**config.mk**
```make
export PLATFORM = sky130hd
export DESIGN_NAME = steered_car_dual_pi_drive_flat
export DESIGN_NICKNAME = d
export VERILOG_FILES = /design/src/rtl/scpd_pkg.sv /design/src/rtl/scpd_if.sv /design/src/rtl/steered_car_dual_pi_drive.sv /design/src/rtl/scpd_cfg_regs.sv /design/src/rtl/scpd_mul.sv /design/src/rtl/scpd_core.sv /design/src/flat_wrapper.sv
export VERILOG_INCLUDE_DIRS = /design/src /design/src/rtl
export SDC_FILE = /design/constraint.sdc
export NUM_CORES = 2
export LEC_CHECK = 0
export BUFFER_PORTS_ARGS = -buffer_cell sky130_fd_sc_hd__buf_2
export CORE_MARGIN = 1
export CORE_UTILIZATION = 70
export CTS_BUF_LIST = sky130_fd_sc_hd__clkbuf_16
export CTS_CLUSTER_SIZE = 20
export DETAILED_ROUTE_END_ITERATION = 10
export GPL_TIMING_DRIVEN = 0
export PLACE_DENSITY_LB_ADDON = 0.2
export SYNTH_ARGS = -nofsm -noshare
export SYNTH_HDL_FRONTEND = slang
export SYNTH_HIERARCHICAL = 1
export SYNTH_SLANG_ARGS = --single-unit
export TNS_END_PERCENT = 10
```
**constraint.sdc**
```tcl
create_clock -name i_clk -period 13.3 [get_ports i_clk]
set_clock_uncertainty 0.05 [all_clocks]
set_input_delay 1.995 -clock i_clk [delete_from_list [all_inputs] [get_ports i_clk]]
set_output_delay 1.995 -clock i_clk [all_outputs]
set_load 0.02 [all_outputs]
```
**src/rtl/steered_car_dual_pi_drive_macros.svh**
```systemverilog
// Assertion macros shared by the drive controller RTL.
`ifndef STEERED_CAR_DUAL_PI_DRIVE_MACROS_SVH
`define STEERED_CAR_DUAL_PI_DRIVE_MACROS_SVH

// Same-cycle implication, disabled during reset.
`define SCPD_ASSERT_SAME(lbl, clk, rst_n, ante, cons) \
    lbl: assert property (@(posedge clk) disable iff (!rst_n) (ante) |-> (cons)) \
        else $error("drive controller check failed");

// Next-cycle implication, disabled during reset.
`define SCPD_ASSERT_NEXT(lbl, clk, rst_n, ante, cons) \
    lbl: assert property (@(posedge clk) disable iff (!rst_n) (ante) |=> (cons)) \
        else $error("drive controller check failed");

`endif

```
**src/rtl/scpd_pkg.sv**
```systemverilog
// Types, widths and constants of the dual PI drive controller.
`default_nettype none

package scpd_pkg;

    localparam int ACCUM_BITS       = 32;
    localparam int FACTOR_FRAC_BITS = 14;

    localparam int CFG_IDX_W  = 3;
    localparam int CFG_DATA_W = 16;

    localparam int CMD_W       = 4;
    localparam int ENC_W       = 16;
    localparam int ENC_EXT_W   = ENC_W + 1;
    localparam int SPD_W       = 12;
    localparam int MAG_W       = SPD_W - 1;
    localparam int TGT_MAG_W   = 12;
    localparam int ERR_W       = 18;
    localparam int GAIN_W      = 10;
    localparam int LIMIT_W     = 13;
    localparam int DRV_W       = LIMIT_W + 1;
    localparam int PWM_W       = 16;
    localparam int PWM_EXT_W   = PWM_W + 2;
    localparam int SERVO_W     = 12;
    localparam int SERVO_EXT_W = SERVO_W + 2;

    localparam int FAC_W   = FACTOR_FRAC_BITS + 1;
    localparam int MUL_A_W = ERR_W;
    localparam int MUL_B_W = (FAC_W > GAIN_W) ? FAC_W : GAIN_W;
    localparam int PROD_W  = MUL_A_W + MUL_B_W + 1;
    localparam int SUM_W   = ((ACCUM_BITS > PROD_W) ? ACCUM_BITS : PROD_W) + 2;

    localparam longint D30_Q30  = 64'sd334630867;
    localparam longint D45_Q30  = 64'sd579597663;
    localparam longint FAC_HALF = longint'(1) << (29 - FACTOR_FRAC_BITS);
    localparam longint FAC_ONE  = longint'(1) << FACTOR_FRAC_BITS;
    localparam longint FAC_D30  = (D30_Q30 + FAC_HALF) >>> (30 - FACTOR_FRAC_BITS);
    localparam longint FAC_D45  = (D45_Q30 + FAC_HALF) >>> (30 - FACTOR_FRAC_BITS);

    localparam logic [FAC_W-1:0] FAC_STRAIGHT = FAC_W'(FAC_ONE);
    localparam logic [FAC_W-1:0] FAC_P30      = FAC_W'(FAC_ONE + FAC_D30);
    localparam logic [FAC_W-1:0] FAC_M30      = FAC_W'(FAC_ONE - FAC_D30);
    localparam logic [FAC_W-1:0] FAC_P45      = FAC_W'(FAC_ONE + FAC_D45);
    localparam logic [FAC_W-1:0] FAC_M45      = FAC_W'(FAC_ONE - FAC_D45);

    localparam logic signed [SUM_W-1:0] ACC_HI =
        SUM_W'((longint'(1) << (ACCUM_BITS - 1)) - 1);
    localparam logic signed [SUM_W-1:0] ACC_LO = -ACC_HI - SUM_W'(1);

    localparam logic signed [SERVO_EXT_W-1:0] SERVO_OFS_30   = 14'sd419;
    localparam logic signed [SERVO_EXT_W-1:0] SERVO_OFS_30_1 = 14'sd420;
    localparam logic signed [SERVO_EXT_W-1:0] SERVO_SPAN     = 14'sd500;
    localparam logic signed [SERVO_EXT_W-1:0] SERVO_MAX      = 14'sd4095;

    localparam logic [SERVO_W-1:0] CENTER_RST = 12'd1500;
    localparam logic [LIMIT_W-1:0] LIMIT_RST  = 13'd6900;
    localparam logic [PWM_W-1:0]   PERIOD_RST = 16'd7200;

    localparam logic [2:0] OBS_CLEAR             = 3'b111;
    localparam logic [2:0] OBS_LEFT_BLOCKED      = 3'b011;
    localparam logic [2:0] OBS_RIGHT_BLOCKED     = 3'b110;
    localparam logic [2:0] OBS_ONLY_RIGHT_CLEAR  = 3'b001;

    typedef enum logic [CFG_IDX_W-1:0] {
        CFG_OBSTACLE_MODE = 3'd0,
        CFG_CRUISE_SPEED  = 3'd1,
        CFG_GAIN_P        = 3'd2,
        CFG_GAIN_I        = 3'd3,
        CFG_SERVO_CENTER  = 3'd4,
        CFG_DRIVE_LIMIT   = 3'd5,
        CFG_PWM_PERIOD    = 3'd6
    } t_cfg_idx;

    typedef enum logic [CMD_W-1:0] {
        CMD_FWD        = 4'd0,
        CMD_STOP       = 4'd1,
        CMD_BACK       = 4'd2,
        CMD_FWD_RIGHT  = 4'd3,
        CMD_FWD_LEFT   = 4'd4,
        CMD_BACK_RIGHT = 4'd5,
        CMD_BACK_LEFT  = 4'd6,
        CMD_BIG_RIGHT  = 4'd7,
        CMD_BIG_LEFT   = 4'd8,
        CMD_NONE       = 4'd9
    } t_cmd;

    typedef enum logic [2:0] {
        STEER_STRAIGHT = 3'd0,
        STEER_R30      = 3'd1,
        STEER_L30      = 3'd2,
        STEER_R45      = 3'd3,
        STEER_L45      = 3'd4
    } t_steer;

    typedef struct packed {
        logic                 obstacle_mode;
        logic [MAG_W-1:0]     cruise_speed;
        logic [GAIN_W-1:0]    gain_p;
        logic [GAIN_W-1:0]    gain_i;
        logic [SERVO_W-1:0]   servo_center;
        logic [LIMIT_W-1:0]   drive_limit;
        logic [PWM_W-1:0]     pwm_period;
    } t_cfg;

    typedef struct packed {
        logic [CMD_W-1:0]        command;
        logic [2:0]              obstacle;
        logic signed [ENC_W-1:0] enc_left;
        logic signed [ENC_W-1:0] enc_right;
    } t_item;

    typedef struct packed {
        logic [PWM_W-1:0]   pwm_a_forward;
        logic [PWM_W-1:0]   pwm_a_reverse;
        logic [PWM_W-1:0]   pwm_b_forward;
        logic [PWM_W-1:0]   pwm_b_reverse;
        logic [SERVO_W-1:0] servo_pulse;
    } t_result;

    typedef struct packed {
        logic signed [MUL_A_W-1:0] a;
        logic [MUL_B_W-1:0]        b;
    } t_mul_req;

endpackage

`default_nettype wire

```
**src/rtl/scpd_if.sv**
```systemverilog
// Channel interfaces: tick input, result output and configuration writes.
`default_nettype none

interface scpd_item_if;
    import scpd_pkg::*;
    logic                    valid;
    logic                    ready;
    logic [CMD_W-1:0]        command;
    logic                    obstacle_left;
    logic                    obstacle_center;
    logic                    obstacle_right;
    logic signed [ENC_W-1:0] encoder_left_count;
    logic signed [ENC_W-1:0] encoder_right_count;

    modport source (
        output valid, command, obstacle_left, obstacle_center, obstacle_right,
        output encoder_left_count, encoder_right_count,
        input  ready
    );
    modport sink (
        input  valid, command, obstacle_left, obstacle_center, obstacle_right,
        input  encoder_left_count, encoder_right_count,
        output ready
    );
endinterface

interface scpd_result_if;
    import scpd_pkg::*;
    logic               valid;
    logic               ready;
    logic [PWM_W-1:0]   pwm_a_forward;
    logic [PWM_W-1:0]   pwm_a_reverse;
    logic [PWM_W-1:0]   pwm_b_forward;
    logic [PWM_W-1:0]   pwm_b_reverse;
    logic [SERVO_W-1:0] servo_pulse;

    modport source (
        output valid, pwm_a_forward, pwm_a_reverse, pwm_b_forward, pwm_b_reverse,
        output servo_pulse,
        input  ready
    );
    modport sink (
        input  valid, pwm_a_forward, pwm_a_reverse, pwm_b_forward, pwm_b_reverse,
        input  servo_pulse,
        output ready
    );
endinterface

interface scpd_cfg_if;
    import scpd_pkg::*;
    logic                  valid;
    logic                  ready;
    logic [CFG_IDX_W-1:0]  index;
    logic [CFG_DATA_W-1:0] data;

    modport source (output valid, index, data, input ready);
    modport sink (input valid, index, data, output ready);
endinterface

`default_nettype wire

```
**src/rtl/steered_car_dual_pi_drive.sv**
```systemverilog
// Top level of the two-wheel PI drive controller with steering servo output.
//
//  channel   | dir | beat payload
//  ----------+-----+-----------------------------------------------------------
//  i_item    | in  | command, three obstacle bits, left and right encoder counts
//  o_result  | out | two H-bridge compare pairs and the servo pulse
//  i_cfg     | in  | register index and write data
//
// Each tick is accepted, then runs eight sequencer steps that push two
// wheel targets and four PI products through the single shared multiplier.
// The result lands in the output register on the last step; ready returns the
// next cycle. Reset is synchronous, loads the register defaults and clears
// speed, steering, both accumulators and previous errors.
// A held result stalls only the last step.
`default_nettype none

module steered_car_dual_pi_drive (
    input  logic           i_clk,
    input  logic           i_rst_n,
    scpd_item_if.sink      i_item,
    scpd_result_if.source  o_result,
    scpd_cfg_if.sink       i_cfg
);
    import scpd_pkg::*;

`include "steered_car_dual_pi_drive_macros.svh"

    t_cfg    w_cfg;
    t_item   w_item;
    t_result w_result;
    t_result r_out;
    logic    r_out_valid;
    logic    w_busy;
    logic    w_done;
    logic    w_start;
    logic    w_out_free;

    scpd_cfg_regs u_cfg_regs (
        .i_clk   (i_clk),
        .i_rst_n (i_rst_n),
        .i_cfg   (i_cfg),
        .o_cfg   (w_cfg)
    );

    assign w_item.command   = i_item.command;
    assign w_item.obstacle  = {i_item.obstacle_left, i_item.obstacle_center,
                               i_item.obstacle_right};
    assign w_item.enc_left  = i_item.encoder_left_count;
    assign w_item.enc_right = i_item.encoder_right_count;

    assign i_item.ready = !w_busy;
    assign w_start      = i_item.valid & !w_busy;
    assign w_out_free   = !r_out_valid | o_result.ready;

    scpd_core u_core (
        .i_clk      (i_clk),
        .i_rst_n    (i_rst_n),
        .i_start    (w_start),
        .i_item     (w_item),
        .i_cfg      (w_cfg),
        .i_out_free (w_out_free),
        .o_busy     (w_busy),
        .o_done     (w_done),
        .o_result   (w_result)
    );

    always_ff @(posedge i_clk) begin
        if (!i_rst_n) begin
            r_out_valid <= 1'b0;
        end else if (w_done) begin
            r_out_valid <= 1'b1;
        end else if (o_result.ready) begin
            r_out_valid <= 1'b0;
        end
    end

    always_ff @(posedge i_clk) begin
        if (w_done) begin
            r_out <= w_result;
        end
    end

    assign o_result.valid         = r_out_valid;
    assign o_result.pwm_a_forward = r_out.pwm_a_forward;
    assign o_result.pwm_a_reverse = r_out.pwm_a_reverse;
    assign o_result.pwm_b_forward = r_out.pwm_b_forward;
    assign o_result.pwm_b_reverse = r_out.pwm_b_reverse;
    assign o_result.servo_pulse   = r_out.servo_pulse;

    `SCPD_ASSERT_NEXT(a_busy_after_accept, i_clk, i_rst_n, i_item.valid && i_item.ready, !i_item.ready)
    `SCPD_ASSERT_SAME(a_done_into_free_slot, i_clk, i_rst_n, w_done, !r_out_valid || o_result.ready)
    `SCPD_ASSERT_NEXT(a_result_after_done, i_clk, i_rst_n, w_done, r_out_valid && i_item.ready)

endmodule

`default_nettype wire

```
**src/rtl/scpd_cfg_regs.sv**
```systemverilog
// Configuration register file written through the configuration channel.
`default_nettype none

module scpd_cfg_regs (
    input  logic           i_clk,
    input  logic           i_rst_n,
    scpd_cfg_if.sink       i_cfg,
    output scpd_pkg::t_cfg o_cfg
);
    import scpd_pkg::*;

    t_cfg r_cfg;
    logic w_wr;

    assign i_cfg.ready = 1'b1;
    assign w_wr        = i_cfg.valid & i_cfg.ready;
    assign o_cfg       = r_cfg;

    always_ff @(posedge i_clk) begin
        if (!i_rst_n) begin
            r_cfg.obstacle_mode <= 1'b0;
            r_cfg.cruise_speed  <= '0;
            r_cfg.gain_p        <= '0;
            r_cfg.gain_i        <= '0;
            r_cfg.servo_center  <= CENTER_RST;
            r_cfg.drive_limit   <= LIMIT_RST;
            r_cfg.pwm_period    <= PERIOD_RST;
        end else if (w_wr) begin
            unique case (i_cfg.index)
                CFG_OBSTACLE_MODE: r_cfg.obstacle_mode <= i_cfg.data[0];
                CFG_CRUISE_SPEED:  r_cfg.cruise_speed  <= i_cfg.data[MAG_W-1:0];
                CFG_GAIN_P:        r_cfg.gain_p        <= i_cfg.data[GAIN_W-1:0];
                CFG_GAIN_I:        r_cfg.gain_i        <= i_cfg.data[GAIN_W-1:0];
                CFG_SERVO_CENTER:  r_cfg.servo_center  <= i_cfg.data[SERVO_W-1:0];
                CFG_DRIVE_LIMIT:   r_cfg.drive_limit   <= i_cfg.data[LIMIT_W-1:0];
                CFG_PWM_PERIOD:    r_cfg.pwm_period    <= i_cfg.data[PWM_W-1:0];
                default: ;
            endcase
        end
    end

endmodule

`default_nettype wire

```
**src/rtl/scpd_mul.sv**
```systemverilog
// Shared signed-by-unsigned multiplier with registered product.
`default_nettype none

module scpd_mul (
    input  logic                               i_clk,
    input  scpd_pkg::t_mul_req                 i_req,
    output logic signed [scpd_pkg::PROD_W-1:0] o_prod
);
    import scpd_pkg::*;

    logic signed [MUL_B_W:0]   w_b;
    logic signed [PROD_W-1:0]  w_a_ext;
    logic signed [PROD_W-1:0]  w_b_ext;
    logic signed [PROD_W-1:0]  r_prod;

    assign w_b     = $signed({1'b0, i_req.b});
    assign w_a_ext = PROD_W'(i_req.a);
    assign w_b_ext = PROD_W'(w_b);
    assign o_prod  = r_prod;

    always_ff @(posedge i_clk) begin
        r_prod <= w_a_ext * w_b_ext;
    end

endmodule

`default_nettype wire

```
**src/rtl/scpd_core.sv**
```systemverilog
// Tick sequencer: command decode, wheel targets and both PI updates on one multiplier.
`default_nettype none

module scpd_core (
    input  logic              i_clk,
    input  logic              i_rst_n,
    input  logic              i_start,
    input  scpd_pkg::t_item   i_item,
    input  scpd_pkg::t_cfg    i_cfg,
    input  logic              i_out_free,
    output logic              o_busy,
    output logic              o_done,
    output scpd_pkg::t_result o_result
);
    import scpd_pkg::*;

    typedef enum logic [3:0] {
        S_IDLE, S_TL, S_TR, S_PL, S_IL, S_PR, S_IR, S_FIN, S_OUT
    } t_state;

    typedef struct packed {
        logic [PWM_W-1:0] fwd;
        logic [PWM_W-1:0] rev;
    } t_bridge;

    t_state                        r_state, n_state;
    logic signed [SPD_W-1:0]       r_held, n_held;
    t_steer                        r_steer, n_steer;
    logic signed [ACCUM_BITS-1:0]  r_acc_l, n_acc_l, r_acc_r, n_acc_r;
    logic signed [ERR_W-1:0]       r_prev_l, n_prev_l, r_prev_r, n_prev_r;
    logic signed [ERR_W-1:0]       r_err_l, n_err_l, r_err_r, n_err_r;
    logic signed [ENC_EXT_W-1:0]   r_enc_l, n_enc_l, r_enc_r, n_enc_r;
    logic signed [SUM_W-1:0]       r_sum, n_sum;

    t_mul_req                      w_req;
    logic signed [PROD_W-1:0]      w_prod;

    logic [CMD_W-1:0]              w_cmd;
    logic signed [SPD_W-1:0]       w_cs_pos, w_cs_neg;
    logic signed [SPD_W-1:0]       w_dec_held;
    t_steer                        w_dec_steer;

    logic [FAC_W-1:0]              w_fac_l, w_fac_r;
    logic signed [SPD_W-1:0]       w_abs;
    logic [MAG_W-1:0]              w_mag;
    logic [TGT_MAG_W-1:0]          w_tgt_mag;
    logic signed [TGT_MAG_W:0]     w_tgt_pos, w_tgt;
    logic signed [ENC_EXT_W-1:0]   w_enc_sel;
    logic signed [ERR_W-1:0]       w_err;
    logic signed [ACCUM_BITS-1:0]  w_acc_sel;
    logic signed [SUM_W-1:0]       w_sum_start, w_sum_end;
    logic signed [ACCUM_BITS-1:0]  w_sat;

    logic signed [SERVO_EXT_W-1:0] w_center, w_servo;
    t_bridge                       w_br_a, w_br_b;

    function automatic logic signed [DRV_W-1:0] clamp_drive(
        input logic signed [ACCUM_BITS-1:0] acc,
        input logic [LIMIT_W-1:0]           lim
    );
        logic signed [ACCUM_BITS-1:0] hi;
        logic signed [ACCUM_BITS-1:0] lo;
        logic signed [DRV_W-1:0]      m;
        hi = $signed(ACCUM_BITS'(lim));
        lo = -hi;
        if (acc > hi) begin
            m = DRV_W'(hi);
        end else if (acc < lo) begin
            m = DRV_W'(lo);
        end else begin
            m = DRV_W'(acc);
        end
        return m;
    endfunction

    function automatic t_bridge split_bridge(
        input logic signed [DRV_W-1:0] m,
        input logic [PWM_W-1:0]        p
    );
        t_bridge                     b;
        logic signed [PWM_EXT_W-1:0] pe;
        logic signed [PWM_EXT_W-1:0] me;
        logic signed [PWM_EXT_W-1:0] f;
        logic signed [PWM_EXT_W-1:0] r;
        pe = $signed(PWM_EXT_W'(p));
        me = PWM_EXT_W'(m);
        if (me[PWM_EXT_W-1]) begin
            f = pe;
            r = pe + me;
        end else begin
            f = pe - me;
            r = pe;
        end
        b.fwd = f[PWM_EXT_W-1] ? '0 : f[PWM_W-1:0];
        b.rev = r[PWM_EXT_W-1] ? '0 : r[PWM_W-1:0];
        return b;
    endfunction

    scpd_mul u_mul (
        .i_clk  (i_clk),
        .i_req  (w_req),
        .o_prod (w_prod)
    );

    // command decode for the accepted beat
    assign w_cs_pos = $signed({1'b0, i_cfg.cruise_speed});
    assign w_cs_neg = -w_cs_pos;

    always_comb begin
        w_cmd       = i_item.command;
        w_dec_held  = r_held;
        w_dec_steer = r_steer;
        if (i_cfg.obstacle_mode) begin
            unique case (i_item.obstacle)
                OBS_CLEAR:            w_cmd = CMD_FWD;
                OBS_LEFT_BLOCKED:     w_cmd = CMD_FWD_RIGHT;
                OBS_RIGHT_BLOCKED:    w_cmd = CMD_FWD_LEFT;
                OBS_ONLY_RIGHT_CLEAR: begin
                    w_dec_held = w_cs_neg;
                    w_cmd      = CMD_BIG_RIGHT;
                end
                default: begin
                    w_dec_held = w_cs_neg;
                    w_cmd      = CMD_BIG_LEFT;
                end
            endcase
        end
        unique case (w_cmd)
            CMD_FWD: begin
                w_dec_held  = w_cs_pos;
                w_dec_steer = STEER_STRAIGHT;
            end
            CMD_STOP: begin
                w_dec_held  = '0;
                w_dec_steer = STEER_STRAIGHT;
            end
            CMD_BACK: begin
                w_dec_held  = w_cs_neg;
                w_dec_steer = STEER_STRAIGHT;
            end
            CMD_FWD_RIGHT: begin
                w_dec_held  = w_cs_pos;
                w_dec_steer = STEER_R30;
            end
            CMD_FWD_LEFT: begin
                w_dec_held  = w_cs_pos;
                w_dec_steer = STEER_L30;
            end
            CMD_BACK_RIGHT: begin
                w_dec_held  = w_cs_neg;
                w_dec_steer = STEER_R30;
            end
            CMD_BACK_LEFT: begin
                w_dec_held  = w_cs_neg;
                w_dec_steer = STEER_L30;
            end
            CMD_BIG_RIGHT: w_dec_steer = STEER_R45;
            CMD_BIG_LEFT:  w_dec_steer = STEER_L45;
            default: ;
        endcase
    end

    always_comb begin
        case (r_steer)
            STEER_R30: begin
                w_fac_l = FAC_P30;
                w_fac_r = FAC_M30;
            end
            STEER_L30: begin
                w_fac_l = FAC_M30;
                w_fac_r = FAC_P30;
            end
            STEER_R45: begin
                w_fac_l = FAC_P45;
                w_fac_r = FAC_M45;
            end
            STEER_L45: begin
                w_fac_l = FAC_M45;
                w_fac_r = FAC_P45;
            end
            default: begin
                w_fac_l = FAC_STRAIGHT;
                w_fac_r = FAC_STRAIGHT;
            end
        endcase
    end

    // shared datapath around the product register
    assign w_abs       = r_held[SPD_W-1] ? -r_held : r_held;
    assign w_mag       = w_abs[MAG_W-1:0];
    assign w_tgt_mag   = w_prod[FACTOR_FRAC_BITS +: TGT_MAG_W];
    assign w_tgt_pos   = $signed({1'b0, w_tgt_mag});
    assign w_tgt       = r_held[SPD_W-1] ? -w_tgt_pos : w_tgt_pos;
    assign w_enc_sel   = (r_state == S_TR) ? r_enc_l : r_enc_r;
    assign w_err       = ERR_W'(w_tgt) - ERR_W'(w_enc_sel);
    assign w_acc_sel   = (r_state == S_IL) ? r_acc_l : r_acc_r;
    assign w_sum_start = SUM_W'(w_acc_sel) + SUM_W'(w_prod);
    assign w_sum_end   = r_sum + SUM_W'(w_prod);

    always_comb begin
        if (w_sum_end > ACC_HI) begin
            w_sat = ACCUM_BITS'(ACC_HI);
        end else if (w_sum_end < ACC_LO) begin
            w_sat = ACCUM_BITS'(ACC_LO);
        end else begin
            w_sat = ACCUM_BITS'(w_sum_end);
        end
    end

    always_comb begin
        n_state  = r_state;
        n_held   = r_held;
        n_steer  = r_steer;
        n_acc_l  = r_acc_l;
        n_acc_r  = r_acc_r;
        n_prev_l = r_prev_l;
        n_prev_r = r_prev_r;
        n_err_l  = r_err_l;
        n_err_r  = r_err_r;
        n_enc_l  = r_enc_l;
        n_enc_r  = r_enc_r;
        n_sum    = r_sum;
        w_req    = '0;
        o_done   = 1'b0;
        unique case (r_state)
            S_IDLE: begin
                if (i_start) begin
                    n_held  = w_dec_held;
                    n_steer = w_dec_steer;
                    n_enc_l = ENC_EXT_W'(i_item.enc_left);
                    n_enc_r = -ENC_EXT_W'(i_item.enc_right);
                    n_state = S_TL;
                end
            end
            S_TL: begin
                w_req.a = MUL_A_W'(w_mag);
                w_req.b = MUL_B_W'(w_fac_l);
                n_state = S_TR;
            end
            S_TR: begin
                n_err_l = w_err;
                w_req.a = MUL_A_W'(w_mag);
                w_req.b = MUL_B_W'(w_fac_r);
                n_state = S_PL;
            end
            S_PL: begin
                n_err_r = w_err;
                w_req.a = MUL_A_W'(r_err_l - r_prev_l);
                w_req.b = MUL_B_W'(i_cfg.gain_p);
                n_state = S_IL;
            end
            S_IL: begin
                n_sum   = w_sum_start;
                w_req.a = r_err_l;
                w_req.b = MUL_B_W'(i_cfg.gain_i);
                n_state = S_PR;
            end
            S_PR: begin
                n_acc_l  = w_sat;
                n_prev_l = r_err_l;
                w_req.a  = MUL_A_W'(r_err_r - r_prev_r);
                w_req.b  = MUL_B_W'(i_cfg.gain_p);
                n_state  = S_IR;
            end
            S_IR: begin
                n_sum   = w_sum_start;
                w_req.a = r_err_r;
                w_req.b = MUL_B_W'(i_cfg.gain_i);
                n_state = S_FIN;
            end
            S_FIN: begin
                n_acc_r  = w_sat;
                n_prev_r = r_err_r;
                n_state  = S_OUT;
            end
            S_OUT: begin
                if (i_out_free) begin
                    o_done  = 1'b1;
                    n_state = S_IDLE;
                end
            end
            default: n_state = S_IDLE;
        endcase
    end

    always_ff @(posedge i_clk) begin
        if (!i_rst_n) begin
            r_state  <= S_IDLE;
            r_held   <= '0;
            r_steer  <= STEER_STRAIGHT;
            r_acc_l  <= '0;
            r_acc_r  <= '0;
            r_prev_l <= '0;
            r_prev_r <= '0;
        end else begin
            r_state  <= n_state;
            r_held   <= n_held;
            r_steer  <= n_steer;
            r_acc_l  <= n_acc_l;
            r_acc_r  <= n_acc_r;
            r_prev_l <= n_prev_l;
            r_prev_r <= n_prev_r;
        end
    end

    always_ff @(posedge i_clk) begin
        r_err_l <= n_err_l;
        r_err_r <= n_err_r;
        r_enc_l <= n_enc_l;
        r_enc_r <= n_enc_r;
        r_sum   <= n_sum;
    end

    // result forming from the updated accumulators
    assign w_center = $signed(SERVO_EXT_W'(i_cfg.servo_center));

    always_comb begin
        case (r_steer)
            STEER_R30: w_servo = w_center + SERVO_OFS_30;
            STEER_L30: w_servo = (w_center > SERVO_OFS_30) ? w_center - SERVO_OFS_30_1
                                                            : w_center - SERVO_OFS_30;
            STEER_R45: w_servo = w_center + SERVO_SPAN;
            STEER_L45: w_servo = w_center - SERVO_SPAN;
            default:   w_servo = w_center;
        endcase
    end

    assign w_br_a = split_bridge(clamp_drive(r_acc_l, i_cfg.drive_limit), i_cfg.pwm_period);
    assign w_br_b = split_bridge(clamp_drive(r_acc_r, i_cfg.drive_limit), i_cfg.pwm_period);

    always_comb begin
        o_result.pwm_a_forward = w_br_a.fwd;
        o_result.pwm_a_reverse = w_br_a.rev;
        o_result.pwm_b_forward = w_br_b.fwd;
        o_result.pwm_b_reverse = w_br_b.rev;
        if (w_servo[SERVO_EXT_W-1]) begin
            o_result.servo_pulse = '0;
        end else if (w_servo > SERVO_MAX) begin
            o_result.servo_pulse = SERVO_MAX[SERVO_W-1:0];
        end else begin
            o_result.servo_pulse = w_servo[SERVO_W-1:0];
        end
    end

    assign o_busy = (r_state != S_IDLE);

endmodule

`default_nettype wire

```
**src/flat_wrapper.sv**
```systemverilog
// flat-port wrapper written by rule: the top's interface ports become plain ports
module steered_car_dual_pi_drive_flat import scpd_pkg::*;
  (i_clk, i_rst_n, i_item_valid, i_item_command, i_item_obstacle_left, i_item_obstacle_center, i_item_obstacle_right, i_item_encoder_left_count, i_item_encoder_right_count, i_item_ready, o_result_valid, o_result_pwm_a_forward, o_result_pwm_a_reverse, o_result_pwm_b_forward, o_result_pwm_b_reverse, o_result_servo_pulse, o_result_ready, i_cfg_valid, i_cfg_index, i_cfg_data, i_cfg_ready);
  scpd_item_if i_item_i ();
  scpd_result_if o_result_i ();
  scpd_cfg_if i_cfg_i ();
  input  logic i_clk;
  input  logic i_rst_n;
  input wire logic [$bits(i_item_i.valid)-1:0] i_item_valid;
  input wire logic [$bits(i_item_i.command)-1:0] i_item_command;
  input wire logic [$bits(i_item_i.obstacle_left)-1:0] i_item_obstacle_left;
  input wire logic [$bits(i_item_i.obstacle_center)-1:0] i_item_obstacle_center;
  input wire logic [$bits(i_item_i.obstacle_right)-1:0] i_item_obstacle_right;
  input wire logic [$bits(i_item_i.encoder_left_count)-1:0] i_item_encoder_left_count;
  input wire logic [$bits(i_item_i.encoder_right_count)-1:0] i_item_encoder_right_count;
  output wire logic [$bits(i_item_i.ready)-1:0] i_item_ready;
  output wire logic [$bits(o_result_i.valid)-1:0] o_result_valid;
  output wire logic [$bits(o_result_i.pwm_a_forward)-1:0] o_result_pwm_a_forward;
  output wire logic [$bits(o_result_i.pwm_a_reverse)-1:0] o_result_pwm_a_reverse;
  output wire logic [$bits(o_result_i.pwm_b_forward)-1:0] o_result_pwm_b_forward;
  output wire logic [$bits(o_result_i.pwm_b_reverse)-1:0] o_result_pwm_b_reverse;
  output wire logic [$bits(o_result_i.servo_pulse)-1:0] o_result_servo_pulse;
  input wire logic [$bits(o_result_i.ready)-1:0] o_result_ready;
  input wire logic [$bits(i_cfg_i.valid)-1:0] i_cfg_valid;
  input wire logic [$bits(i_cfg_i.index)-1:0] i_cfg_index;
  input wire logic [$bits(i_cfg_i.data)-1:0] i_cfg_data;
  output wire logic [$bits(i_cfg_i.ready)-1:0] i_cfg_ready;
  assign i_item_i.valid = i_item_valid;
  assign i_item_i.command = i_item_command;
  assign i_item_i.obstacle_left = i_item_obstacle_left;
  assign i_item_i.obstacle_center = i_item_obstacle_center;
  assign i_item_i.obstacle_right = i_item_obstacle_right;
  assign i_item_i.encoder_left_count = i_item_encoder_left_count;
  assign i_item_i.encoder_right_count = i_item_encoder_right_count;
  assign i_item_ready = i_item_i.ready;
  assign o_result_valid = o_result_i.valid;
  assign o_result_pwm_a_forward = o_result_i.pwm_a_forward;
  assign o_result_pwm_a_reverse = o_result_i.pwm_a_reverse;
  assign o_result_pwm_b_forward = o_result_i.pwm_b_forward;
  assign o_result_pwm_b_reverse = o_result_i.pwm_b_reverse;
  assign o_result_servo_pulse = o_result_i.servo_pulse;
  assign o_result_i.ready = o_result_ready;
  assign i_cfg_i.valid = i_cfg_valid;
  assign i_cfg_i.index = i_cfg_index;
  assign i_cfg_i.data = i_cfg_data;
  assign i_cfg_ready = i_cfg_i.ready;
  steered_car_dual_pi_drive u_core (.i_clk(i_clk), .i_rst_n(i_rst_n), .i_item(i_item_i), .o_result(o_result_i), .i_cfg(i_cfg_i));
endmodule
```
## After elaboration in Yosys (flattened, before gate mapping)

Cells that the tools add are included.

| storage, ports and cells | value |
|---|---|
| flip-flop bits (word level) | 408 |
| bits in latches | 0 |
| RAM bits | 0 |
| bits in read-only memories | 0 |
| bits of input ports | 63 |
| logic and storage cells | 149 |
| memories | 0 |

| operators by class | value |
|---|---|
| $add $sub $neg | 19 |
| multipliers | 1 |
| divide/modulo/power cells | 0 |
| $lt $le $gt $ge | 8 |
| equality and inequality tests | 33 |
| shifts and indexed selects | 0 |
| muxes and demuxes | 33 |
| bitwise logic cells | 2 |
| reduce and logical (&&, ||, !) cells | 27 |

Operators with widths:

| cell | number |
|---|---|
| $pmux 33 s6 | 1 |
| $pmux 15 s4 | 2 |
| $mux 32 | 3 |
| $mux 18 | 4 |
| $mux 14 | 5 |
| $gt 32x14->1 | 2 |
| $lt 32x32->1 | 2 |
| $pmux 14 s4 | 1 |
| $sub 12x9->13 const B | 3 |
| $add 17x14->18 | 2 |
| $add 36x34->36 | 1 |
| $gt 36x32->1 const B | 1 |
| $lt 36x32->1 const B | 1 |
| $mux 12 | 3 |
| $pmux 12 s3 | 1 |
| $pmux 4 s9 | 1 |
| $sub 17x14->18 | 2 |
| $sub 18x18->18 | 2 |
| $add 32x34->35 | 1 |
| $mul 18x16->34 | 1 |
| $eq 4x3->1 const B | 8 |
| $neg 13->32 | 1 |
| $add 12x9->13 const B | 2 |
| $eq 3x3->1 const B | 6 |
| 34 further kinds | 67 |

## Depth between registers and ports, before layout

| depth | value |
|---|---|
| word-level depth | 7 |
| gate-level depth with buffers | 36 |
| mapped depth without buffers | 35 |

## By module

Netlist, hierarchy kept.

By module, submodules not included:

| module | instances | cells each | area each (um2) | sequential area each (um2) |
|---|---|---|---|---|
| scpd_core | 1 | 2838 | 23628.9 | 5505.3 |
| scpd_mul | 1 | 1232 | 11184.5 | 680.7 |
| scpd_cfg_regs | 1 | 275 | 2841.5 | 1461.4 |
| steered_car_dual_pi_drive | 1 | 82 | 2341.0 | 2302.2 |

## Worst setup path after synthesis

No wires, ideal clock.

| path | value |
|---|---|
| path kind | register -> register |
| start point | reg u_core.u_core.r_err_r[0] |
| end point | reg u_core.u_core.u_mul.r_prod[30], in the netlist u_core/u_core/u_mul/o_prod[30] |
| data arrival time | 8184 ps |
| path slack | 4944 ps |
| stages on the path, launching flop included | 34 |
| buffers on the path | 1 |
| path through | edfxtp_1 inv_1 ha_1 inv_1 fa_1 a21o_1 a21oi_1 nor2b_1 o21ai_0 a211oi_1 o32ai_1 o21ai_0 nand3_1 mux2_2 o21ai_0 clkbuf_1 nand2_1 fa_1 fa_1 inv_1 fa_1 fa_1 fa_1 inv_1 fa_1 inv_1 ha_1 a21oi_1 o21ai_0 o31a_1 a41oi_1 a21o_1 nand2_1 a311o_1 |

RTL lines:

| item | line | text |
|---|---|---|
| from (decl) | scpd_core.sv:31 | `logic signed [ERR_W-1:0] r_err_l, n_err_l, r_err_r, n_err_r;` |
| from (signal assigned) | scpd_core.sv:308 | `r_err_r <= n_err_r;` |
| to (signal assigned) | scpd_mul.sv:22 | `r_prod <= w_a_ext * w_b_ext;` |
| to (decl) | scpd_mul.sv:14 | `logic signed [PROD_W-1:0] r_prod;` |

==> metrics <==
status=finished, final reports clean; input/output buffers=139; Initial Util=70.9%; core area=0.0564 mm2; GPL Wtd Cong=1.09; final hold violation count=0; DRC violations left=0; Final Slew Violations=0; Arr. time, crit path=11.11 ns; # fillers=4142; layout cells sized above 1=7.61%; DR pass1 iterations=9; top post-synthesis cells by area=fa_1 (14%), edfxtp_1 (14%), ha_1 (12%); switch share=34.2%; slew of the pin with the lowest slew margin=1.43 ns; switching power total=1.29 mW; # setup viols final=0; cts bufs inserted=44; Final min period=10.71 ns; Hold Path Class=reg -> reg; biggest area consumer among synthesized cells=fa_1; Via density=6.37; Peak VDD IR=150 uV; clock power share=32.2%; Seq pwr share=40.8%; routed length per instance=21.4 um; initial antenna violation count=4; Cell Int Power=2.48 mW; Row Count=87; Mapped Area=0.0400 mm2; nets@finish=5334; Finished Layout Cells=5411; vias post-DR=34500; first-pass GRT wire length=181 mm; CP Capture Type=register; clk buf depth=3; CTS clk-pin slew, worst paths=0.06 ns; Sink Count=407; post-synthesis cell count=4427; Max-cap violations=0; Post-CTS Hold Fix Bufs=0; CP startpoint kind=register; post-route ant nets=0; Die W=241 um; hold path start=u_core/u_core/r_prev_r[7]; crit-path max cell delay=1.08 ns; Combinational Power Share=27.0%; M1 GR Usage=47.6%; top cell type's share of synthesized area=14.1%; crit path kind=reg -> reg; Avg Cell Area, Syn=9.03 um2; Skew-Pair Late Insertion Delay=0.61 ns; number of synthesized flops with an enable pin=180; Setup TNS Final=0 ns; Global Route met3 Usage=7.37%; Yosys cell types=105; LEAKAGE=19.0 nW; RR Startpoint=u_core/u_core/r_err_r[0]; setup bufs post-CTS=0; Starting DRT DRC Count=3181; top cells by count, synth=inv_1 (480), nand2_1 (454), ha_1 (374); most used cell, CP=fa_1; grt ovf=0; fmax=93.4 MHz; crit share post-route=80.5%; Main synth FF type=dfxtp_1; GRT Util Overall=40.2%; Routed WL=116 mm; die area=0.0581 mm2; area growth from synthesis to layout=7.88%; Root Buffer=clkbuf_16; H-Tree Depth=2; Yosys warning total=6; grt met2 use=65.8%; vias in the first global route=33900; launch point of the worst path=u_core/u_core/r_err_r[0]; Slowest cell on crit path=o21ai_0; pin count of the biggest net entering global routing=45; I/O pins=142; Worst slew margin=3.63%; post-CTS sizing=0; sequential area share after synthesis=24.9%; syn nets=5145; synthesized flop and latch total=407; top-count cell post-synth=inv_1; grt peak-use layer=met2; Pwr Density=87.3 mW/mm2; DP Wirelength=91.7 mm; share of flip-flops with an asynchronous set or reset=0%; placed cells=5326; RSZ-0062 raised after global routing=false; Die Y=241 um; crit path max fanout=10; CTS tree=yes; Req. time, crit path=13.70 ns
worst paths after layout:
kind,to,slack (ns),cells after the start
max,u_core/u_core/u_mul/o_prod[32],2.59,33
min,u_core/u_core/r_prev_r[7],0.41,2
max reg2reg,u_core/u_core/u_mul/o_prod[32],2.59,33
min reg2reg,u_core/u_core/r_prev_r[7],0.41,2
cells by family after synthesis:
logic type	after synthesis	synth area share (%)
compound gates	1042	18.1
xor+xnor	247	5.44
fa+ha+maj	655	25.8
buf+inv	695	6.74
flops	407	24.9
mux	149	3.85
other cells	1	0.00938
simple gates	1231	15.2
layer usage:
metal,vias to the layer above,wire (um),part of all wire [%]
met5,-,23,0.020
met2,1680,54000,47
met3,457,9320,8.1
met4,4,8980,7.8
met1,16400,43200,37
li1,15900,-,-
power groups by stage:
stage	clock, mW	sequential [mW]	combinational (mW)
after floorplan	0	1.60	0.634
after global placement	0	1.57	0.960
after detailed placement	0	1.56	0.988
after CTS	1.22	1.54	0.995
after global routing	1.27	1.55	1.10
final	1.21	1.54	1.02
flip-flops by register name (all words and copies together) (netlist names):
register / count
u_core/u_cfg_regs/o_cfg: 73
u_core/u_core/r_sum: 35
u_core/u_core/u_mul/o_prod: 34
u_core/u_core/r_acc_l: 32
u_core/u_core/r_acc_r: 32
u_core/u_core/r_err_l: 18
u_core/u_core/r_err_r: 18
u_core/u_core/r_prev_l: 18
u_core/u_core/r_prev_r: 18
u_core/u_core/r_enc_r: 17
u_core/o_result.pwm_a_forward: 16
u_core/o_result.pwm_a_reverse: 16
u_core/o_result.pwm_b_forward: 16
u_core/o_result.pwm_b_reverse: 16
u_core/u_core/r_enc_l: 16
u_core/o_result.servo_pulse: 12
u_core/u_core/r_held: 12
u_core/u_core/r_state: 4
u_core/u_core/r_steer: 3
u_core/o_result.valid: 1
area by class of cell:
type,count,area [um2],area share [%]
tap,756,946,2.19
clock inverter,33,235,0.545
timing repair buffer,143,751,1.74
buffer,213,887,2.06
clock buffer,47,1180,2.73
sequential,407,9950,23.1
inverter,482,1810,4.19
multi-input combinational,3325,27400,63.5
antenna,5,12.5,0.0290
worst max-delay path, delay by kind of cell, from the launching register on:
| kind | cells | cell delay, ns |
|---|---|---|
| buf+inv | 6 | 0.93 |
| compound gates | 11 | 3.62 |
| flops | 1 | 0.44 |
| mux | 1 | 0.33 |
| simple gates | 6 | 1.17 |
| fa+ha+maj | 9 | 3.98 |
metrics by stage:
step	total power, mW	setup slack (ns)	hold WS [ns]	cell area (um2)	utilization, %
5_1_grt	3.92	2.30	0.440	43100	76.5
4_1_cts	3.75	2.87	0.412	43100	76.5
3_5_place_dp	2.55	2.91	0.399	41700	74.0
2_1_floorplan	2.23	4.94	0.384	40000	-
3_3_place_gp	2.53	2.98	0.393	41600	73.8
6_report	3.77	2.59	0.414	43100	76.5
cell usage in the layout, fill, tap and decap left out, drive strengths merged, types with 180 or more instances in the layout:
master,n
a21oi,251
ha,374
o21ai,180
buf,194
dfxtp,227
edfxtp,180
nand2,454
fa,281
inv,502
nor2,189
clkbuf,209
Power figures use the tool's default switching activity.
